<file path="src/cqs_pkg.sv">
`timescale 1ns / 1ps
package cqs_pkg;

    localparam int CMD_W       = 2;
    localparam int DATA_W      = 32;
    localparam int STAT_W      = 3;
    localparam int SLOT_W      = 4;
    localparam int MAX_RESULTS = 16;
    localparam int RES_CNT_W   = $clog2(MAX_RESULTS + 1);
    localparam int DEPTH_DEF   = 16;

    typedef enum logic [CMD_W-1:0] {
        CMD_PUSH   = 2'd0,
        CMD_POP    = 2'd1,
        CMD_SEARCH = 2'd2,
        CMD_DUMP   = 2'd3
    } t_cmd;

    typedef enum logic [STAT_W-1:0] {
        ST_PUSHED  = 3'd0,
        ST_FULL    = 3'd1,
        ST_EMPTY   = 3'd2,
        ST_ELEM    = 3'd3,
        ST_MATCH   = 3'd4,
        ST_NOMATCH = 3'd5
    } t_status;

endpackage

</file>
<file path="src/cqs_cmd_if.sv">
`timescale 1ns / 1ps
interface cqs_cmd_if;
    logic                                valid;
    logic                                ready;
    logic        [cqs_pkg::CMD_W-1:0]    cmd;
    logic signed [cqs_pkg::DATA_W-1:0]   value;

    modport source (output valid, output cmd, output value, input ready);
    modport sink   (input valid, input cmd, input value, output ready);
endinterface

</file>
<file path="src/cqs_res_if.sv">
`timescale 1ns / 1ps
interface cqs_res_if;
    logic                                valid;
    logic                                ready;
    logic        [cqs_pkg::STAT_W-1:0]   status;
    logic signed [cqs_pkg::DATA_W-1:0]   data;
    logic        [cqs_pkg::SLOT_W-1:0]   slot;
    logic                                last;

    modport source (output valid, output status, output data, output slot, output last,
                    input ready);
    modport sink   (input valid, input status, input data, input slot, input last,
                    output ready);
endinterface

</file>
<file path="src/cqs_ram.sv">
`timescale 1ns / 1ps
module cqs_ram #(
    parameter int WIDTH = cqs_pkg::DATA_W,
    parameter int DEPTH = cqs_pkg::DEPTH_DEF
) (
    input  logic                     i_clk,
    input  logic                     i_wr_en,
    input  logic [$clog2(DEPTH)-1:0] i_wr_addr,
    input  logic [WIDTH-1:0]         i_wr_data,
    input  logic                     i_rd_en,
    input  logic [$clog2(DEPTH)-1:0] i_rd_addr,
    output logic [WIDTH-1:0]         o_rd_data
);
    logic [WIDTH-1:0] r_mem [DEPTH];
    logic [WIDTH-1:0] r_rd_data;

    always_ff @(posedge i_clk) begin
        if (i_wr_en) begin
            r_mem[i_wr_addr] <= i_wr_data;
        end
        if (i_rd_en) begin
            r_rd_data <= r_mem[i_rd_addr];
        end
    end

    assign o_rd_data = r_rd_data;
endmodule

</file>
<file path="src/circular_queue_with_search.sv">
`timescale 1ns / 1ps
// Channel   Dir  Modport  Payload
// i_cmd     in   sink     cmd, value
// o_res     out  source   status, data, slot, last
//
// Push: result valid in the cycle after accept. Pop: registered RAM read, then the
// output register. Search: slots 0 to DEPTH-1, up to MAX_RESULTS hits, then S_FIN;
// dump: entries from head, up to MAX_RESULTS. The single RAM read port sets the walk
// rate, S_RD then S_CHK per slot. One command at a time; i_cmd.ready drops until its
// last word is taken. Reset clears head, tail and count; the store holds garbage
// until written. A stalled o_res holds the walk while a word waits; no word is dropped.
module circular_queue_with_search #(
    parameter int DEPTH = cqs_pkg::DEPTH_DEF
) (
    input  logic     i_clk,
    input  logic     i_rst_n,
    cqs_cmd_if.sink  i_cmd,
    cqs_res_if.source o_res
);
    import cqs_pkg::*;

    localparam int PTR_W = $clog2(DEPTH);
    localparam int CNT_W = $clog2(DEPTH + 1);
    localparam int EXT_W = (PTR_W > SLOT_W) ? PTR_W : SLOT_W;
    localparam int CMP_W = (CNT_W > RES_CNT_W) ? CNT_W : RES_CNT_W;

    typedef enum logic [4:0] {
        S_IDLE = 5'b00001,
        S_POP  = 5'b00010,
        S_RD   = 5'b00100,
        S_CHK  = 5'b01000,
        S_FIN  = 5'b10000
    } t_state;

    t_state               r_state, n_state;
    logic [PTR_W-1:0]     r_head, n_head;
    logic [PTR_W-1:0]     r_tail, n_tail;
    logic [CNT_W-1:0]     r_occ, n_occ;
    logic [PTR_W-1:0]     r_idx, n_idx;
    logic [CNT_W-1:0]     r_step, n_step;
    logic [RES_CNT_W-1:0] r_cnt, n_cnt;
    logic                 r_pend, n_pend;
    logic [PTR_W-1:0]     r_pend_slot, n_pend_slot;
    logic                 r_srch, n_srch;
    logic [DATA_W-1:0]    r_val, n_val;
    logic                 r_out_valid, n_out_valid;
    logic [STAT_W-1:0]    r_out_status, n_out_status;
    logic [DATA_W-1:0]    r_out_data, n_out_data;
    logic [SLOT_W-1:0]    r_out_slot, n_out_slot;
    logic                 r_out_last, n_out_last;

    logic                 w_out_free;
    logic                 w_accept;
    logic                 w_wr_en;
    logic                 w_rd_en;
    logic [PTR_W-1:0]     w_rd_addr;
    logic [DATA_W-1:0]    w_rd_data;
    logic [PTR_W:0]       w_off;
    logic                 w_occupied;
    logic                 w_hit;
    logic                 w_last_slot;
    logic [CMP_W-1:0]     w_step_next;
    logic                 w_dump_last;
    logic [RES_CNT_W-1:0] w_cnt_next;

    function automatic logic [PTR_W-1:0] next_slot(logic [PTR_W-1:0] p);
        return (p == PTR_W'(DEPTH - 1)) ? '0 : p + 1'b1;
    endfunction

    function automatic logic [SLOT_W-1:0] to_slot(logic [PTR_W-1:0] p);
        logic [EXT_W-1:0] e;
        e = EXT_W'(p);
        return e[SLOT_W-1:0];
    endfunction

    cqs_ram #(
        .WIDTH (DATA_W),
        .DEPTH (DEPTH)
    ) u_ram (
        .i_clk     (i_clk),
        .i_wr_en   (w_wr_en),
        .i_wr_addr (r_tail),
        .i_wr_data (i_cmd.value),
        .i_rd_en   (w_rd_en),
        .i_rd_addr (w_rd_addr),
        .o_rd_data (w_rd_data)
    );

    assign w_out_free  = !r_out_valid || o_res.ready;
    assign i_cmd.ready = (r_state == S_IDLE) && w_out_free;
    assign w_accept    = i_cmd.valid && i_cmd.ready;

    // offset of the walked slot from head, modulo DEPTH
    always_comb begin
        if (r_idx >= r_head) begin
            w_off = {1'b0, r_idx} - {1'b0, r_head};
        end else begin
            w_off = {1'b0, r_idx} + (PTR_W + 1)'(DEPTH) - {1'b0, r_head};
        end
    end

    assign w_occupied  = w_off < (PTR_W + 1)'(r_occ);
    assign w_hit       = w_occupied && (w_rd_data == r_val);
    assign w_last_slot = r_idx == PTR_W'(DEPTH - 1);
    assign w_step_next = CMP_W'(r_step) + 1'b1;
    assign w_dump_last = (w_step_next == CMP_W'(r_occ)) ||
                         (w_step_next == CMP_W'(MAX_RESULTS));
    assign w_cnt_next  = r_cnt + 1'b1;

    always_comb begin
        n_state      = r_state;
        n_head       = r_head;
        n_tail       = r_tail;
        n_occ        = r_occ;
        n_idx        = r_idx;
        n_step       = r_step;
        n_cnt        = r_cnt;
        n_pend       = r_pend;
        n_pend_slot  = r_pend_slot;
        n_srch       = r_srch;
        n_val        = r_val;
        n_out_valid  = r_out_valid && !o_res.ready;
        n_out_status = r_out_status;
        n_out_data   = r_out_data;
        n_out_slot   = r_out_slot;
        n_out_last   = r_out_last;
        w_wr_en      = 1'b0;
        w_rd_en      = 1'b0;
        w_rd_addr    = r_idx;

        unique case (r_state)
            S_IDLE: begin
                if (w_accept) begin
                    n_out_data = '0;
                    n_out_slot = '0;
                    n_out_last = 1'b1;
                    unique case (t_cmd'(i_cmd.cmd))
                        CMD_PUSH: begin
                            n_out_valid = 1'b1;
                            if (r_occ == CNT_W'(DEPTH)) begin
                                n_out_status = ST_FULL;
                            end else begin
                                w_wr_en      = 1'b1;
                                n_tail       = next_slot(r_tail);
                                n_occ        = r_occ + 1'b1;
                                n_out_status = ST_PUSHED;
                            end
                        end
                        CMD_POP: begin
                            if (r_occ == '0) begin
                                n_out_valid  = 1'b1;
                                n_out_status = ST_EMPTY;
                            end else begin
                                w_rd_en   = 1'b1;
                                w_rd_addr = r_head;
                                n_head    = next_slot(r_head);
                                n_occ     = r_occ - 1'b1;
                                n_state   = S_POP;
                            end
                        end
                        CMD_SEARCH: begin
                            n_srch  = 1'b1;
                            n_val   = i_cmd.value;
                            n_idx   = '0;
                            n_cnt   = '0;
                            n_pend  = 1'b0;
                            n_state = S_RD;
                        end
                        CMD_DUMP: begin
                            if (r_occ == '0) begin
                                n_out_valid  = 1'b1;
                                n_out_status = ST_EMPTY;
                            end else begin
                                n_srch  = 1'b0;
                                n_idx   = r_head;
                                n_step  = '0;
                                n_state = S_RD;
                            end
                        end
                    endcase
                end
            end
            S_POP: begin
                // RAM output holds until the word is taken
                if (w_out_free) begin
                    n_out_valid  = 1'b1;
                    n_out_status = ST_ELEM;
                    n_out_data   = w_rd_data;
                    n_out_slot   = '0;
                    n_out_last   = 1'b1;
                    n_state      = S_IDLE;
                end
            end
            S_RD: begin
                w_rd_en = 1'b1;
                n_state = S_CHK;
            end
            S_CHK: begin
                if (r_srch) begin
                    // hold one match back so the final one can carry last
                    if (!(w_hit && r_pend && !w_out_free)) begin
                        if (w_hit) begin
                            if (r_pend) begin
                                n_out_valid  = 1'b1;
                                n_out_status = ST_MATCH;
                                n_out_data   = '0;
                                n_out_slot   = to_slot(r_pend_slot);
                                n_out_last   = 1'b0;
                            end
                            n_pend      = 1'b1;
                            n_pend_slot = r_idx;
                            n_cnt       = w_cnt_next;
                        end
                        if (w_last_slot ||
                            (w_hit && w_cnt_next == RES_CNT_W'(MAX_RESULTS))) begin
                            n_state = S_FIN;
                        end else begin
                            n_idx   = r_idx + 1'b1;
                            n_state = S_RD;
                        end
                    end
                end else if (w_out_free) begin
                    n_out_valid  = 1'b1;
                    n_out_status = ST_ELEM;
                    n_out_data   = w_rd_data;
                    n_out_slot   = to_slot(r_idx);
                    n_out_last   = w_dump_last;
                    if (w_dump_last) begin
                        n_state = S_IDLE;
                    end else begin
                        n_idx   = next_slot(r_idx);
                        n_step  = r_step + 1'b1;
                        n_state = S_RD;
                    end
                end
            end
            S_FIN: begin
                if (w_out_free) begin
                    n_out_valid  = 1'b1;
                    n_out_data   = '0;
                    n_out_last   = 1'b1;
                    n_out_status = r_pend ? ST_MATCH : ST_NOMATCH;
                    n_out_slot   = r_pend ? to_slot(r_pend_slot) : '0;
                    n_state      = S_IDLE;
                end
            end
            default: begin
                n_state = S_IDLE;
            end
        endcase
    end

    always_ff @(posedge i_clk) begin
        if (!i_rst_n) begin
            r_state     <= S_IDLE;
            r_head      <= '0;
            r_tail      <= '0;
            r_occ       <= '0;
            r_out_valid <= 1'b0;
            r_pend      <= 1'b0;
            r_srch      <= 1'b0;
        end else begin
            r_state     <= n_state;
            r_head      <= n_head;
            r_tail      <= n_tail;
            r_occ       <= n_occ;
            r_out_valid <= n_out_valid;
            r_pend      <= n_pend;
            r_srch      <= n_srch;
        end
    end

    always_ff @(posedge i_clk) begin
        r_idx        <= n_idx;
        r_step       <= n_step;
        r_cnt        <= n_cnt;
        r_pend_slot  <= n_pend_slot;
        r_val        <= n_val;
        r_out_status <= n_out_status;
        r_out_data   <= n_out_data;
        r_out_slot   <= n_out_slot;
        r_out_last   <= n_out_last;
    end

    assign o_res.valid  = r_out_valid;
    assign o_res.status = r_out_status;
    assign o_res.data   = r_out_data;
    assign o_res.slot   = r_out_slot;
    assign o_res.last   = r_out_last;
endmodule

</file>
<file path="src/flat_wrapper.sv">
// flat-port wrapper written by rule: the top's interface ports become plain ports
module circular_queue_with_search_flat import cqs_pkg::*;
#(
    parameter int DEPTH = cqs_pkg::DEPTH_DEF
)
  (i_clk, i_rst_n, i_cmd_valid, i_cmd_cmd, i_cmd_value, i_cmd_ready, o_res_valid, o_res_status, o_res_data, o_res_slot, o_res_last, o_res_ready);
  cqs_cmd_if i_cmd_i ();
  cqs_res_if o_res_i ();
  input  logic i_clk;
  input  logic i_rst_n;
  input wire logic [$bits(i_cmd_i.valid)-1:0] i_cmd_valid;
  input wire logic [$bits(i_cmd_i.cmd)-1:0] i_cmd_cmd;
  input wire logic [$bits(i_cmd_i.value)-1:0] i_cmd_value;
  output wire logic [$bits(i_cmd_i.ready)-1:0] i_cmd_ready;
  output wire logic [$bits(o_res_i.valid)-1:0] o_res_valid;
  output wire logic [$bits(o_res_i.status)-1:0] o_res_status;
  output wire logic [$bits(o_res_i.data)-1:0] o_res_data;
  output wire logic [$bits(o_res_i.slot)-1:0] o_res_slot;
  output wire logic [$bits(o_res_i.last)-1:0] o_res_last;
  input wire logic [$bits(o_res_i.ready)-1:0] o_res_ready;
  assign i_cmd_i.valid = i_cmd_valid;
  assign i_cmd_i.cmd = i_cmd_cmd;
  assign i_cmd_i.value = i_cmd_value;
  assign i_cmd_ready = i_cmd_i.ready;
  assign o_res_valid = o_res_i.valid;
  assign o_res_status = o_res_i.status;
  assign o_res_data = o_res_i.data;
  assign o_res_slot = o_res_i.slot;
  assign o_res_last = o_res_i.last;
  assign o_res_i.ready = o_res_ready;
  circular_queue_with_search #(.DEPTH(DEPTH)) u_core (.i_clk(i_clk), .i_rst_n(i_rst_n), .i_cmd(i_cmd_i), .o_res(o_res_i));
endmodule
</file>
<file path="config.mk">
export PLATFORM = sky130hd
export DESIGN_NAME = circular_queue_with_search_flat
export DESIGN_NICKNAME = d
export VERILOG_FILES = /design/src/cqs_pkg.sv /design/src/cqs_cmd_if.sv /design/src/cqs_res_if.sv /design/src/cqs_ram.sv /design/src/circular_queue_with_search.sv /design/src/flat_wrapper.sv
export SDC_FILE = /design/constraint.sdc
export NUM_CORES = 1
export LEC_CHECK = 0
export BUFFER_PORTS_ARGS = -buffer_cell sky130_fd_sc_hd__buf_4
export CORE_AREA = 2 2 227 340
export CTS_CLUSTER_DIAMETER = 60
export CTS_CLUSTER_SIZE = 14
export DETAILED_ROUTE_END_ITERATION = 12
export DIE_AREA = 0 0 229 342
export GPL_TIMING_DRIVEN = 1
export HOLD_SLACK_MARGIN = 0.1
export PLACE_DENSITY = 0.6
export SYNTH_ARGS = -nofsm -noshare
export SYNTH_HDL_FRONTEND = slang
export SYNTH_HIERARCHICAL = 1
export SYNTH_SLANG_ARGS = --single-unit
</file>
<file path="constraint.sdc">
create_clock -name i_clk -period 5.2 [get_ports i_clk]
set_input_delay 1.04 -clock i_clk [delete_from_list [all_inputs] [get_ports i_clk]]
set_output_delay 1.04 -clock i_clk [all_outputs]
set_load 0.02 [all_outputs]
</file>
Word-level counts from Yosys, hierarchy flattened
Memories as Yosys holds them, arrays and structs flattened. A register that Yosys moved wholly into a read port is not among the register bits.
Cells that the tools add are included.
{"block": "word_totals", "ff_bits": 111, "mem_bits_rw": 512, "input_bits": 38, "n_memories": 1}
{"block": "op_classes", "add_sub_neg": 10, "n_lt_le_gt_ge": 2, "n_eq_ne": 44, "mux": 108, "bitwise": 3, "n_reduce_logical": 36}
{"name": "u_core.u_ram.r_mem", "words": 16, "width": 32, "read_ports": 1, "rd_clocked_by_memory_dff": 1, "write_ports": 1, "line_no": "cqs_ram.sv:14", "rtl": "logic [WIDTH-1:0] r_mem [DEPTH];"}
{"op": "2-to-1 mux 32 bit", "count": 7}
{"op": "one-hot mux 32 bit (4 select lines)", "count": 1}
{"op": "2-to-1 mux 5 bit", "count": 22}
{"op": "2-to-1 mux 4 bit", "count": 22}
{"op": "== test 32 bit", "count": 1}
{"op": "2-to-1 mux 1 bit", "count": 31}
{"op": "one-hot mux 5 bit (2 select lines)", "count": 3}
{"op": "AND reduction 7 bit", "count": 4}
{"op": "2-to-1 mux 3 bit", "count": 9}
{"op": "!= test 3 bit (second input constant)", "count": 8}
{"op": "== test 5 bit (second input constant)", "count": 4}
{"op": "one-hot mux 5 bit (4 select lines)", "count": 1}
{"op": "!= test 2 bit (second input constant)", "count": 9}
{"op": "one-hot mux 4 bit (2 select lines)", "count": 2}
{"op": "one-hot mux 4 bit (4 select lines)", "count": 1}
{"op": "AND reduction 4 bit", "count": 4}
{"op": "AND reduction 8 bit", "count": 2}
{"op": "adder 5 x 1 -> 5 bit (second input constant)", "count": 3}
{"op": "one-hot mux 5 bit (3 select lines)", "count": 1}
{"op": "!= test 2 x 1 -> 1 bit (second input constant)", "count": 7}
{"op": "adder 4 x 1 -> 4 bit (second input constant)", "count": 3}
{"op": "== test 4 bit (second input constant)", "count": 3}
{"op": "one-hot mux 3 bit (4 select lines)", "count": 1}
{"op": "AND reduction 6 bit", "count": 2}
{"op": "other kinds (31)", "count": 52}

Depth between registers and ports, before layout
Gate-level depths: netlist of the first run.
{"block": "logic_depth", "word_depth": 11, "mapped_depth": 13, "ltp_nobuf": 13}

Cells and area by module
The synthesis of the first run kept the hierarchy.
{"module": "cqs_ram", "n_inst": 1, "cells_per_inst": 838, "area_per_inst_um2": 20174.3, "seq_area_each_um2": 16335.7}
{"module": "circular_queue_with_search", "n_inst": 1, "cells_per_inst": 559, "area_per_inst_um2": 5959.5, "seq_area_each_um2": 3123.0}

Worst setup path after synthesis of the first run
OpenSTA, ideal clock, no wires.
{"block": "synth_timing", "kind": "register -> register", "startpoint": "register u_core.r_idx[0]", "endpoint": "register u_core.r_out_data[0], in the netlist u_core/o_res.data[0] (enable)", "setup_time_ns": 0.470, "t_arrival_ns": 5.064, "required_ns": 4.730, "setup_slack_ns": -0.334, "stages_incl_launch_ff": 14, "synth_period_minus_slack_ns": 5.534, "cell_sequence": "edfxtp_1 inv_1 ha_1 inv_1 fa_1 xor2_1 nor2_1 ha_1 nand3_1 nand4_1 nor4_1 nand3_1 o21a_1 a211oi_1"}
{"block": "synth_via", "elab_chain_cells": 9, "elab_cells_between_ends": 12, "classes_between": "add/sub: 3; order compare: 2; eq/ne: 2; mux: 1; reduce/logical: 4"}
{"item": "from (decl)", "line_no": "circular_queue_with_search.sv:39", "rtl": "logic [PTR_W-1:0] r_idx, n_idx;"}
{"item": "from (signal assigned)", "line_no": "circular_queue_with_search.sv:274", "rtl": "r_idx <= n_idx;"}
{"item": "adder 4 x 5 -> 5 bit", "line_no": "circular_queue_with_search.sv:98", "rtl": "w_off = {1'b0, r_idx} + (PTR_W + 1)'(DEPTH) - {1'b0, r_head};"}
{"item": "subtractor 5 x 4 -> 5 bit", "line_no": "circular_queue_with_search.sv:98"}
{"item": "2-to-1 mux 5 bit (*)", "line_no": "circular_queue_with_search.sv:95", "rtl": "if (r_idx >= r_head) begin"}
{"item": "less-than comparator 5 bit (*)", "line_no": "circular_queue_with_search.sv:102", "rtl": "assign w_occupied = w_off < (PTR_W + 1)'(r_occ);"}
{"item": "logical AND 1 bit (*)", "line_no": "circular_queue_with_search.sv:103", "rtl": "assign w_hit = w_occupied && (w_rd_data == r_val);"}
{"item": "logical AND 1 bit (2 in series)", "line_no": "circular_queue_with_search.sv:201", "rtl": "if (!(w_hit && r_pend && !w_out_free)) begin"}
{"item": "!= test 3 bit (no source line)"}
{"item": "AND reduction 6 bit (no source line) (*)"}
{"item": "to (signal assigned)", "line_no": "circular_queue_with_search.sv:280", "rtl": "r_out_data <= n_out_data;"}
{"item": "to (decl)", "line_no": "circular_queue_with_search.sv:48", "rtl": "logic [DATA_W-1:0] r_out_data, n_out_data;"}
Every way passes the cells marked *; elsewhere a longest branch is shown, timed or not.
A chain may end at the register's enable or synchronous reset.

Worst setup path after layout of the first run
{"block": "layout_timing", "startpoint": "register u_core.r_idx[0]", "endpoint": "register u_core.r_out_data[22], in the netlist u_core/o_res.data[22] (enable)"}
Same word-level chain as after synthesis.

==> qor.log, run 1 <==
INFO  run_status     outcome=complete, no violations
INFO  worst_setup_path worstPathArrival=4.81ns
INFO  cts            path_clk_slew=0.07ns
INFO  timing         layout_worst_path_cycle_share=86.9%
INFO  timing         timing.clock.skew=0.0150ns
INFO  synth          ys_types=72
INFO  cells_and_area proportion_of_layout_cells_with_a_drive_suffix_above_1=23.7%
INFO  die            core_area=75,700squm
INFO  power          power_frac_comb=28.7%
INFO  placed_design  placement.io_buffers=79
INFO  power          static-leakage-power=9.44nW
INFO  synth          synth-adder-area-share=1.21%
INFO  worst_setup_path setup.reg_to_reg.worst_slack=0.68ns
INFO  timing         min_period=4.52ns
INFO  placed_design  globalplace.congestion=0.810
INFO  placed_design  pre_cts_slack=0.656ns
INFO  worst_setup_path critPathRequiredTime=5.49ns
INFO  worst_setup_path worstPathMaxFanout=12
INFO  hold_path      holdCritPathClass=flip-flop to flip-flop
INFO  power          power.clock.fraction=26.1%
INFO  global_routing grt_usage=16.7%
INFO  synth          yosys_most_used_dff=sky130_fd_sc_hd__edfxtp_1
INFO  route          drtAntennaViolNets=0
INFO  cells_and_area areaGrowthSynthToFinish=14.2%
INFO  timing         finalSetupViolations=0
INFO  die            dieWidth=229um
INFO  placed_design  detailed_place.area=28,300squm
INFO  synth          synth_mux_area_share=11.3%
INFO  cts            tritoncts=yes
INFO  timing         final-max-slew-violation-count=0
INFO  timing         fin_setup_tns=0ns
INFO  synth          synth_nets=1,459
INFO  run            timing.max_cap.violations=0
INFO  route          drt_iter0_markers=1,352
INFO  cells_and_area fin_nets=1,570
INFO  synth          synthesized_area_fraction_occupied_by_ao_oa_aoi_and_oai_cells=4.51%
INFO  worst_setup_path setup.worst_path.class=flip-flop to flip-flop
INFO  cts            cts_made_buffers=54
INFO  timing         slew_headroom=37.6%
INFO  timing         report.final.hold_viol_count=0
INFO  timing         timing_worst_slew_pin_value=0.935ns
INFO  cts            htree_levels=2
INFO  route          route.vias.total=13,500
INFO  power          net-switching-power=4.47mW
INFO  power          irDropWorstVdd=0.000351V
INFO  timing         timing.final.ws_setup=0.679ns
INFO  synth          synthArstFlopShare=0%
INFO  route          routed_via_density=5.33
INFO  synth          synth_simple_gate_area_share=5.04%
INFO  cts            ctsRootBufferMaster=sky130_fd_sc_hd__clkbuf_16
INFO  route          first_pass_iteration_count_of_the_detailed_router=5
INFO  die            dieArea=78,300squm
INFO  timing         fmax=221MHz
INFO  worst_setup_path endpoint_kind=flip-flop
INFO  synth          largest_family_of_logic_cells_by_synthesized_area=multiplexers
INFO  route          avgRoutedWirePerCell=25.8um
INFO  cells_and_area most-common-layout-cells=634 x sky130_fd_sc_hd__edfxtp_1, 128 x sky130_fd_sc_hd__mux4_2, 125 x sky130_fd_sc_hd__nand2_1, 112 x sky130_fd_sc_hd__buf_4, 65 x sky130_fd_sc_hd__a22oi_1
INFO  route          totalWireLength=65,300um
INFO  die            rows=124
INFO  cts            clock_path_buffers=3
INFO  synth          yosys_register_bits=655
INFO  global_routing grt-ovfl-total=0
INFO  worst_setup_path setup.worst_path.start_class=flip-flop
INFO  power          switching_share=30.6%
INFO  cts            clock_latency=0.61ns
INFO  power          cellInternalPower=10.1mW
INFO  cts            cts.repair_timing.setup_buffer_count=0
INFO  synth          yosysWarningCount=6
INFO  synth          synth_area_per_cell=18.7squm
INFO  global_routing grt_max_degree=41
INFO  synth          synth_cells=1,397
INFO  timing         grt_setup_unrepaired=false
INFO  worst_setup_path worst-r2r-cell-count=14
INFO  synth          syn-cell-area=26,100squm
INFO  cts            cts_sinks=655
INFO  power          power_frac_seq=45.2%
INFO  placed_design  place.detailed.hpwl=38,500um
INFO  synth          synth-xor-area-share=1.88%
INFO  route          detail_route.drc_violations=0
INFO  cells_and_area mostFrequentLayoutCell=sky130_fd_sc_hd__edfxtp_1
INFO  global_routing grt_first_pass_wirelength=96,000um
INFO  cells_and_area fillers=6,843
INFO  global_routing grt_pass1_vias=14,200
INFO  die            die_y=342um
INFO  die            top_level_i_o_count=80
INFO  die            initial_core_util=34.5%
INFO  cells_and_area post-route-cell-area=29,800squm
INFO  global_routing grt_antenna_before_repair=3
INFO  hold_path      worstHoldPathCells=2
INFO  synth          synth_enable_flop_cells=634
INFO  power          power_density=490nW/um^2
INFO  cts            cts.repair.resized=0
INFO  cts            cts.hold.buffers_added=0
INFO  synth          post_synthesis_sequential_area_ratio=74.5%
## sequential cells by signal (all words and copies together) (netlist names)
register                count
u_core/r_occ                5
u_core/r_step               5
u_core/o_res.valid          1
u_core/r_idx                4
u_core/r_srch               1
u_core/r_pend               1
u_core/r_cnt                5
u_core/o_res.status         3
u_core/u_ram/r_mem        512
u_core/u_ram/o_rd_data     32
u_core/r_head               4
u_core/o_res.last           1
u_core/o_res.data          32
u_core/r_pend_slot          4
u_core/r_val               32
u_core/r_tail               4
u_core/r_state              5
u_core/o_res.slot           4
## Yosys cell counts (all sizes together), types with 2 or more instances
library cell / number / area (sq um)
a211oi: 4 / 30.0
a21boi: 6 / 45.1
a21o: 4 / 30.0
a21oi: 50 / 250
a22o: 4 / 35.0
a22oi: 65 / 488
a31oi: 2 / 12.5
and2: 12 / 76.3
and3: 4 / 25.0
buf: 36 / 225
clkbuf: 32 / 121
dfxtp: 21 / 420
edfxtp: 634 / 19000
fa: 2 / 40.0
ha: 22 / 275
inv: 17 / 63.8
mux2i: 7 / 70.1
mux4: 128 / 2880
nand2: 129 / 497
nand2b: 6 / 37.5
nand3: 19 / 100
nand3b: 2 / 15.0
nand4: 10 / 62.6
nor2: 44 / 173
nor2b: 11 / 68.8
nor3: 12 / 92.6
nor4: 7 / 65.1
o211a: 2 / 20.0
o211ai: 2 / 15.0
o21ai: 15 / 78.8
o22ai: 6 / 37.5
o31ai: 3 / 22.5
or3: 2 / 12.5
or4: 2 / 18.8
xnor2: 44 / 385
xor2: 12 / 105
## final cells by class
class | count | area, sq um | area share (%)
multi-input cells | 656 | 6440 | 21.6
repair buffers | 124 | 1080 | 3.62
clock inverters | 8 | 120 | 0.403
clock buffers | 65 | 1410 | 4.74
flip-flops and latches | 655 | 19500 | 65.2
diodes | 2 | 5.00 | 0.0168
well taps | 1008 | 1260 | 4.23
inverters | 17 | 63.8 | 0.214
## power by group through the flow
stage / combinational (mW) / sequential (mW) / clock (mW)
floorplan: 2.73 / 6.78 / 0
global placement: 4.23 / 6.72 / 0
detailed placement: 4.26 / 6.73 / 0
CTS: 4.27 / 6.62 / 3.92
global route: 4.54 / 6.65 / 4.09
finish: 4.20 / 6.61 / 3.81
## worst max-delay path, cell delays in order (launching register included)
cell                       delay (ns)
sky130_fd_sc_hd__edfxtp_1        0.50
sky130_fd_sc_hd__inv_1           0.16
sky130_fd_sc_hd__ha_1            0.18
sky130_fd_sc_hd__inv_1           0.06
sky130_fd_sc_hd__fa_1            0.41
sky130_fd_sc_hd__xor2_1          0.18
sky130_fd_sc_hd__nor2_1          0.12
sky130_fd_sc_hd__ha_1            0.27
sky130_fd_sc_hd__nand3_1         0.10
sky130_fd_sc_hd__nand4_1         0.08
sky130_fd_sc_hd__nor4_1          0.37
sky130_fd_sc_hd__nand3_1         0.31
sky130_fd_sc_hd__o21a_1          0.35
sky130_fd_sc_hd__a211oi_4        0.72
sky130_fd_sc_hd__buf_4           0.37
## per-stage QoR
| stage | hold WS (ns) | total power [mW] | utilization (%) | instances |
|---|---|---|---|---|
| 6_report | 0.517 | 14.6 | 39.4 | 2535 |
| 5_1_grt | 0.536 | 15.3 | 39.4 | 2535 |
| 4_1_cts | 0.511 | 14.8 | 39.4 | 2533 |
| 3_5_place_dp | 0.501 | 11.0 | 37.4 | 2460 |
| 3_3_place_gp | 0.481 | 10.9 | 37.4 | 2460 |
| 2_1_floorplan | 0.470 | 9.51 | - | 1397 |
## kinds of logic after synthesis
kind of cell             Yosys count
AO/OA/AOI/OAI                    173
XOR/XNOR                          56
adder cells (fa/ha/maj)           24
buffers and inverters             86
flip-flops                       655
multiplexers                     135
AND/OR/NAND/NOR                  268
## layer usage
metal,vias to the layer above,GRT usage (%),share of wire (%)
met5,-,0,0.012
met4,2,5.99,3.4
met3,105,2.31,4.5
met2,418,30.0,52
met1,7197,20.4,40
li1,5793,-,-
## worst paths after layout
path | startpoint | to
setup / recovery | u_core/r_idx[0]$_DFFE_PP_ | u_core/o_res.data[22]$_DFFE_PP_
hold / removal | u_core/r_head[3]$_SDFFE_PN0P_ | u_core/r_head[3]$_SDFFE_PN0P_
setup reg to reg | u_core/r_idx[0]$_DFFE_PP_ | u_core/o_res.data[22]$_DFFE_PP_
hold reg to reg | u_core/r_head[3]$_SDFFE_PN0P_ | u_core/r_head[3]$_SDFFE_PN0P_
No activity file was read; power rests on OpenSTA's default activity.
==> run 2: changes to the inputs <==
--- a/config.mk
+++ b/config.mk
@@ -10,3 +10,2 @@
 export CTS_CLUSTER_DIAMETER = 60
-export CTS_CLUSTER_SIZE = 14
 export DETAILED_ROUTE_END_ITERATION = 12
==> constraint.sdc (replaced) <==
create_clock -name i_clk -period 3.8 [get_ports i_clk]
set_input_delay 0.76 -clock i_clk [delete_from_list [all_inputs] [get_ports i_clk]]
set_output_delay 0.76 -clock i_clk [all_outputs]
set_load 0.05 [all_outputs]
==> run 2 against run 1 <==
Compared with the run above:
- utilization up 0.72 points
- clock power up 46%
- count of clock-buffer cells in the layout down 2
- highest routed layer is now met4
- largest power group unchanged
- worst setup slack worse by 0.48 ns
- routed wire length down 0.84%
- sequential cell count unchanged
- critical endpoint is now u_core/o_res.data[16]$_DFFE_PP_
- combinational power up 59%
- non-clock buffer count up 27
- worst hold slack worse by 0.059 ns
==> qor.log, run 2 (same netlist as run 1, synthesis figures left out) <==
INFO  route          totalWireLength=64,800um [-0.84%]
INFO  cells_and_area multi_input_combinational_cell_area=6490squm [+0.76%]
INFO  timing         grt_setup_unrepaired=false
INFO  worst_setup_path worstPathMaxFanout=16 [+4]
INFO  route          avgRoutedWirePerCell=25.1um [-2.6%]
INFO  power          power_frac_seq=42.4% [-2.8 points]
INFO  timing         fin_setup_tns=0ns [unchanged]
INFO  global_routing grt-ovfl-total=0 [unchanged]
INFO  die            initial_core_util=34.5% [unchanged]
INFO  timing         layout_worst_path_cycle_share=94.7% [+7.7 points]
INFO  global_routing grt_pass1_vias=14,000 [-1.1%]
INFO  worst_setup_path worst-r2r-cell-count=13 [-1]
INFO  cts            ctsRootBufferMaster=sky130_fd_sc_hd__clkbuf_16
INFO  cells_and_area proportion_of_layout_cells_with_a_drive_suffix_above_1=25.7% [+2.0 points]
INFO  worst_setup_path timing.critical_path.max_delay_family=compound AO/OA/AOI/OAI gates
INFO  worst_setup_path setup.worst_path.class=flip-flop to flip-flop
INFO  cells_and_area fillers=6,860 [+0.25%]
INFO  cells_and_area top_register=u_core/u_ram/r_mem
INFO  cells_and_area largest_register_ffs=512 [unchanged]
INFO  hold_path      worstHoldPathCells=1 [-1]
INFO  global_routing grt_usage=16.3% [-0.33 points]
INFO  timing         finalSetupViolations=0 [unchanged]
INFO  run_status     outcome=complete, no violations
INFO  placed_design  globalplace.congestion=0.870 [+7.4%]
INFO  power          cellInternalPower=14.4mW [+42%]
INFO  hold_path      holdPathEnd=u_core/u_ram/r_mem[14][19]$_DFFE_PP_
INFO  power          irDropWorstVdd=0.000493V [+41%]
INFO  die            top_level_i_o_count=80 [unchanged]
INFO  die            dieWidth=229um [unchanged]
INFO  route          route.vias.total=13,600 [+0.48%]
INFO  worst_setup_path critPathRequiredTime=4.10ns [-1.39 ns]
INFO  cells_and_area final_util=40.1% [+0.72 points]
INFO  worst_setup_path r2r_end=u_core/o_res.data[16]$_DFFE_PP_
INFO  worst_setup_path crit_path_max_delay_cell_type=sky130_fd_sc_hd__a2111oi_2
INFO  cts            htree_levels=2 [unchanged]
INFO  power          power_density=698nW/um^2 [+43%]
INFO  worst_setup_path path_cells=inv_1 > ha_1 > inv_1 > fa_2 > xor2_1 > nor2_1 > ha_1 > a2111oi_2 > nand3_2 > o21a_2 > a211oi_4 > buf_4 > buf_12
INFO  timing         timing.clock.skew=0.0297ns [+0.0147 ns]
INFO  cells_and_area areaGrowthSynthToFinish=16.3%
INFO  die            rows=124 [unchanged]
INFO  die            core_area=75,700squm [unchanged]
INFO  timing         report.final.hold_viol_count=0 [unchanged]
INFO  route          drtAntennaViolNets=0 [unchanged]
INFO  cts            cts_sinks=655 [unchanged]
INFO  route          detail_route.drc_violations=0 [unchanged]
INFO  worst_setup_path cpPeakStageDelay=0.49ns [-0.23 ns]
INFO  placed_design  placement.io_buffers=79 [unchanged]
INFO  timing         timing_worst_slew_pin_value=0.938ns [+0.00269 ns]
INFO  die            dieArea=78,300squm [unchanged]
INFO  placed_design  place.detailed.hpwl=38,800um [+0.67%]
INFO  worst_setup_path setup.worst_path.start_class=flip-flop
INFO  power          power_frac_comb=31.4% [+2.7 points]
INFO  power          net-switching-power=6.82mW [+52%]
INFO  hold_path      worst_hold_launch=i_cmd_value[19]
INFO  power          static-leakage-power=9.69nW [+2.7%]
INFO  timing         fmax=278MHz [+26%]
INFO  cts            path_clk_slew=0.07ns [about the same]
INFO  worst_setup_path critPathBufInv=4 [+1]
INFO  timing         min_period=3.60ns [-0.923 ns]
INFO  global_routing grt_antenna_before_repair=1 [-2]
INFO  global_routing grt_first_pass_wirelength=94,500um [-1.5%]
INFO  route          routed_via_density=5.26 [-1.3%]
INFO  power          power.clock.fraction=26.2% [about the same]
INFO  cts            clock_path_buffers=3 [unchanged]
INFO  cells_and_area fin_nets=1,599 [+1.8%]
INFO  worst_setup_path setup.reg_to_reg.worst_slack=0.20ns [-0.48 ns]
INFO  timing         slew_headroom=37.5% [-0.18 points]
INFO  cts            tritoncts=yes
INFO  global_routing grt_max_degree=69 [+68%]
INFO  route          drt_iter0_markers=1,415 [+4.7%]
INFO  cts            clock_latency=0.61ns [about the same]
INFO  hold_path      holdCritPathClass=input pin to flip-flop
INFO  cells_and_area mostFrequentLayoutCell=sky130_fd_sc_hd__edfxtp_1
INFO  cells_and_area most-common-layout-cells=634 x sky130_fd_sc_hd__edfxtp_1, 132 x sky130_fd_sc_hd__buf_4, 128 x sky130_fd_sc_hd__mux4_2, 125 x sky130_fd_sc_hd__nand2_1, 65 x sky130_fd_sc_hd__a22oi_1
INFO  route          first_pass_iteration_count_of_the_detailed_router=5 [unchanged]
INFO  cts            cts_made_buffers=56 [+3.7%]
INFO  worst_setup_path worstPathArrival=3.90ns [-0.91 ns]
INFO  power          switching_share=32.2% [+1.6 points]
INFO  run            timing.max_cap.violations=0 [unchanged]
INFO  timing         final-max-slew-violation-count=0 [unchanged]
INFO  worst_setup_path endpoint_kind=flip-flop
INFO  cells_and_area area.sequential=19,500squm [unchanged]
INFO  worst_setup_path reg2reg_from=u_core/r_idx[0]$_DFFE_PP_
INFO  die            die_y=342um [unchanged]
==> run 2: layout make-up <==
class	count	area share (%)
diodes	1	0.00824
inverters	17	0.210
well taps	1008	4.15
clock buffers	63	4.70
multi-input cells	656	21.3
repair buffers	151	4.53
flip-flops and latches	655	64.0
clock inverters	31	1.01
==> run 2: per-layer routing <==
| layer | track usage [%] | share of wire [%] | vias to the layer above |
|---|---|---|---|
| met4 | 4.48 | 2.5 | 0 |
| met5 | 0 | 0 | - |
| li1 | - | - | 5878 |
| met2 | 29.7 | 53 | 403 |
| met3 | 2.19 | 5.2 | 90 |
| met1 | 20.4 | 40 | 7209 |
==> run 2: power by group through the flow <==
stage               Sequential [mW]  Combinational, mW  Clock, mW
finish                         9.00               6.66       5.55
global route                   9.05               7.11       5.91
CTS                            9.01               6.65       5.68
detailed placement             9.16               6.64          0
global placement               9.14               6.58          0
floorplan                      9.75               3.78          0
==> run 2: repair_timing <==
| action | 4_1_cts | 5_1_grt |
|---|---|---|
| hold buffers | 0 | 0 |
| buffers inserted | 0 | 1 |
| gates resized for setup | 0 | 3 |
| setup endpoints to repair | 0 | 31 |
==> run 2: worst max-delay path by stage <==
stage	from	slack, ns	depth (start not counted)	end
after floorplan	u_core/r_idx[0]$_DFFE_PP_	-0.002	11	u_core/o_res.data[0]$_DFFE_PP_
after global placement	u_core/r_idx[0]$_DFFE_PP_	0.29	12	u_core/o_res.data[20]$_DFFE_PP_
after detailed placement	u_core/r_idx[0]$_DFFE_PP_	0.20	12	u_core/o_res.data[23]$_DFFE_PP_
after CTS	u_core/r_idx[0]$_DFFE_PP_	0.16	12	u_core/o_res.data[3]$_DFFE_PP_
after global routing	u_core/r_idx[0]$_DFFE_PP_	0.02	15	u_core/o_res.data[2]$_DFFE_PP_
final	u_core/r_idx[0]$_DFFE_PP_	0.20	13	u_core/o_res.data[16]$_DFFE_PP_
==> run 2: metrics by stage <==
| step | hold WS (ns) | area, sq um | setup slack (ns) | power (mW) | std cells |
|---|---|---|---|---|---|
| 2_1_floorplan | 0.470 | 26200 | -0.00169 | 13.5 | 1397 |
| 3_3_place_gp | 0.494 | 28600 | 0.292 | 15.7 | 2485 |
| 3_5_place_dp | 0.511 | 28600 | 0.202 | 15.8 | 2485 |
| 4_1_cts | 0.431 | 30300 | 0.165 | 21.3 | 2579 |
| 5_1_grt | 0.459 | 30400 | 0.0181 | 22.1 | 2582 |
| 6_report | 0.458 | 30400 | 0.202 | 21.2 | 2582 |
==> run 2: worst reg2reg max path, stage by stage (launching register included) <==
cell and delay [ns]:
sky130_fd_sc_hd__edfxtp_1 0.39, sky130_fd_sc_hd__inv_1 0.14, sky130_fd_sc_hd__ha_1 0.19, sky130_fd_sc_hd__inv_1 0.07, sky130_fd_sc_hd__fa_2 0.36, sky130_fd_sc_hd__xor2_1 0.17, sky130_fd_sc_hd__nor2_1 0.12, sky130_fd_sc_hd__ha_1 0.27
sky130_fd_sc_hd__a2111oi_2 0.49, sky130_fd_sc_hd__nand3_2 0.19, sky130_fd_sc_hd__o21a_2 0.29, sky130_fd_sc_hd__a211oi_4 0.20, sky130_fd_sc_hd__buf_4 0.19, sky130_fd_sc_hd__buf_12 0.21
==> run 3: changes to the inputs <==
CORE_AREA = 2 2 249 373   (was 2 2 227 340)
DIE_AREA = 0 0 251 375   (was 0 0 229 342)
PLACE_DENSITY = 0.53   (was 0.6)
==> run 3 against run 2 <==
Compared with the run above:
- worst hold slack lost 0.037 ns
- combinational power shrank 1%
- power grew 3.1%
- largest cell class unchanged
==> qor.log, run 3 (same netlist as run 1, synthesis figures left out) <==
INFO  worst_setup_path worstPathArrival=3.87ns [-0.03 ns]
INFO  timing         min_period=3.53ns [-0.0711 ns]
INFO  global_routing grt_first_pass_wirelength=98,100um [+3.8%]
INFO  cells_and_area post-route-cell-area=30,900squm [+1.8%]
INFO  cells_and_area proportion_of_layout_cells_with_a_drive_suffix_above_1=26.3% [+0.64 points]
INFO  die            dieArea=94,100squm [+20%]
INFO  cells_and_area largest_register_ffs=512 [unchanged]
INFO  route          detail_route.drc_violations=0 [unchanged]
INFO  placed_design  pre_cts_slack=0.269ns [+0.0669 ns]
INFO  route          drtAntennaViolNets=0 [unchanged]
INFO  cts            cts.repair_timing.setup_buffer_count=0 [unchanged]
INFO  global_routing grt_antenna_before_repair=5 [+4]
INFO  power          power_density=707nW/um^2 [+1.3%]
INFO  route          drt_iter0_markers=967 [-32%]
INFO  worst_setup_path critPathMostFrequentCell=sky130_fd_sc_hd__ha_1
INFO  run            timing.max_cap.violations=0 [unchanged]
INFO  cts            clock_path_buffers=3 [unchanged]
INFO  cts            cts.hold.buffers_added=0 [unchanged]
INFO  placed_design  detailed_place.area=28,900squm [+0.92%]
INFO  placed_design  globalplace.congestion=0.826 [-5.1%]
INFO  placed_design  numPlacedInstances=2,651 [+6.7%]
INFO  worst_setup_path worstPathMaxFanout=8 [-8]
INFO  worst_setup_path cpPeakStageDelay=0.48ns [about the same]
INFO  placed_design  place.detailed.hpwl=41,400um [+6.8%]
INFO  die            dieWidth=251um [+9.6%]
INFO  timing         timing.clock.skew=0.0264ns [-0.00329 ns]
INFO  hold_path      worst_hold_launch=i_cmd_value[20]
INFO  die            die_y=375um [+9.6%]
INFO  cells_and_area top_register=u_core/u_ram/r_mem
INFO  worst_setup_path reg2reg_from=u_core/r_head[0]$_SDFFE_PN0P_
INFO  cells_and_area post_layout_nonfiller_instances=2,764 [+7.0%]
INFO  power          static-leakage-power=9.83nW [+1.4%]
INFO  worst_setup_path critPathRequiredTime=4.14ns [+0.04 ns]
INFO  global_routing grt_max_degree=42 [-39%]
INFO  global_routing grt_usage=14.2% [-2.1 points]
INFO  global_routing grt-ovfl-total=0 [unchanged]
INFO  worst_setup_path r2r_end=u_core/o_res.slot[0]$_DFFE_PP_
INFO  worst_setup_path crit_path_max_delay_cell_type=sky130_fd_sc_hd__dfxtp_1
INFO  cts            cts.repair.resized=0 [unchanged]
INFO  cells_and_area fin_nets=1,602 [+0.19%]
INFO  cts            path_clk_slew=0.07ns [about the same]
INFO  die            rows=136 [+9.7%]
INFO  global_routing grt_pass1_vias=14,400 [+2.6%]
INFO  worst_setup_path setup.worst_path.class=flip-flop to flip-flop
INFO  cts            cts_made_buffers=60 [+7.1%]
INFO  cts            clock_latency=0.64ns [+0.03 ns]
INFO  worst_setup_path path_cells=ha_1 > inv_1 > fa_2 > xor2_1 > nor2_1 > ha_1 > a2111oi_2 > nand3_1 > o21a_1 > a211oi_1 > buf_4
INFO  placed_design  placement.io_buffers=79 [unchanged]
INFO  die            initial_core_util=28.7% [-5.9 points]
INFO  hold_path      worstHoldPathCells=1 [unchanged]
INFO  worst_setup_path setup.reg_to_reg.worst_slack=0.27ns [+0.07 ns]
INFO  timing         fmax=284MHz [+2.0%]
INFO  cells_and_area most-common-layout-cells=634 x sky130_fd_sc_hd__edfxtp_1, 128 x sky130_fd_sc_hd__buf_4, 128 x sky130_fd_sc_hd__mux4_2, 125 x sky130_fd_sc_hd__nand2_1, 65 x sky130_fd_sc_hd__a22oi_1
INFO  power          irDropWorstVdd=0.000453V [-8.1%]
INFO  timing         timing.final.ws_setup=0.273ns [+0.0711 ns]
INFO  cts            ctsRootBufferMaster=sky130_fd_sc_hd__clkbuf_16
INFO  timing         report.final.hold_viol_count=0 [unchanged]
INFO  worst_setup_path worst-r2r-cell-count=11 [-2]
INFO  timing         slew_headroom=38.5% [+1.0 points]
INFO  route          first_pass_iteration_count_of_the_detailed_router=5 [unchanged]
INFO  cts            htree_levels=2 [unchanged]
INFO  route          totalWireLength=67,100um [+3.6%]
INFO  run_status     outcome=complete, no violations
INFO  worst_setup_path endpoint_kind=flip-flop
INFO  worst_setup_path setup.worst_path.start_class=flip-flop
INFO  timing         final-max-slew-violation-count=0 [unchanged]
INFO  die            core_area=91,200squm [+20%]
INFO  hold_path      holdPathEnd=u_core/u_ram/r_mem[15][20]$_DFFE_PP_
INFO  timing         grt_setup_unrepaired=false
INFO  timing         timing_worst_slew_pin_value=0.910ns [-0.0278 ns]
INFO  cts            tritoncts=yes
INFO  timing         finalSetupViolations=0 [unchanged]
INFO  cells_and_area fillers=8,630 [+26%]
INFO  hold_path      holdCritPathClass=input pin to flip-flop
INFO  cells_and_area mostFrequentLayoutCell=sky130_fd_sc_hd__edfxtp_1
INFO  route          avgRoutedWirePerCell=24.3um [-3.2%]
INFO  cells_and_area areaGrowthSynthToFinish=18.3%
INFO  timing         layout_worst_path_cycle_share=92.8% [-1.9 points]
INFO  cts            cts_sinks=655 [unchanged]
INFO  die            top_level_i_o_count=80 [unchanged]
INFO  route          route.vias.total=13,500 [-0.47%]
INFO  route          routed_via_density=4.89 [-7.0%]
[run 3: cell types whose count changed in the layout (fill, tap and decap cells not counted), moves of 2 or more]
cell / before / now
sky130_fd_sc_hd__bufinv_16: 5 / 9
sky130_fd_sc_hd__clkbuf_1: 7 / 4
sky130_fd_sc_hd__clkinvlp_4: 1 / 6
sky130_fd_sc_hd__clkinv_4: 0 / 4
sky130_fd_sc_hd__clkinv_2: 7 / 9
sky130_fd_sc_hd__inv_6: 3 / 0
sky130_fd_sc_hd__buf_12: 18 / 22
sky130_fd_sc_hd__buf_4: 132 / 128
sky130_fd_sc_hd__diode_2: 1 / 3
sky130_fd_sc_hd__clkbuf_16: 57 / 61
[run 3: how the worst max path moves through the flow]
stage,from,to,slack [ns],cells after the start
global placement,u_core/r_idx[0]$_DFFE_PP_,u_core/o_res.slot[0]$_DFFE_PP_,0.29,12
floorplan,u_core/r_idx[0]$_DFFE_PP_,u_core/o_res.data[0]$_DFFE_PP_,-0.002,11
finish,u_core/r_head[0]$_SDFFE_PN0P_,u_core/o_res.slot[0]$_DFFE_PP_,0.27,11
global route,u_core/r_idx[0]$_DFFE_PP_,u_core/o_res.data[20]$_DFFE_PP_,0.02,12
CTS,u_core/r_idx[0]$_DFFE_PP_,u_core/o_res.slot[0]$_DFFE_PP_,0.25,12
detailed placement,o_res_ready,u_core/u_ram/o_rd_data[22]$_DFFE_PP_,0.27,12
[run 3: per-layer routing]
layer | up-vias | track usage, % | share of wire (%)
li1 | 5902 | - | -
met1 | 7137 | 16.9 | 39
met2 | 369 | 26.1 | 53
met3 | 104 | 2.39 | 4.9
met4 | 4 | 4.73 | 3.0
met5 | - | 0 | 0.031
[run 3: layout make-up]
cell class	count	area [sq um]	share of cell area, %
Sequential cell	655	19500	62.9
Multi-Input combinational cell	656	6470	20.9
Clock buffer	65	1540	4.98
Tap cell	1173	1470	4.75
Timing Repair Buffer	150	1400	4.53
Clock inverter	45	518	1.67
Inverter	17	63.8	0.206
Antenna cell	3	7.51	0.0243
[run 3: where the power goes]
group	internal (mW)	total [mW]	switching, mW
registers	8.61	9.01	0.404
clock network	3.57	6.27	2.70
logic	2.75	6.59	3.84
[run 3: stage by stage]
stage               util (%)  hold WS [ns]  total power [mW]  TNS (ns)
floorplan                  -         0.470              13.5   -0.0542
global placement        31.6         0.494              15.8         0
detailed placement      31.6         0.516              15.9         0
CTS                     33.9         0.378              22.2         0
global route            33.9         0.415              22.8         0
finish                  33.9         0.420              21.9         0
[run 3: worst max-delay path: cells and delay by family (launching register included)]
| family | cells | cell delay (ns) |
|---|---|---|
| xor+xnor | 1 | 0.17 |
| flops | 1 | 0.48 |
| compound gates | 3 | 1.12 |
| buf+inv | 2 | 0.27 |
| simple gates | 2 | 0.34 |
| fa+ha+maj | 3 | 0.86 |
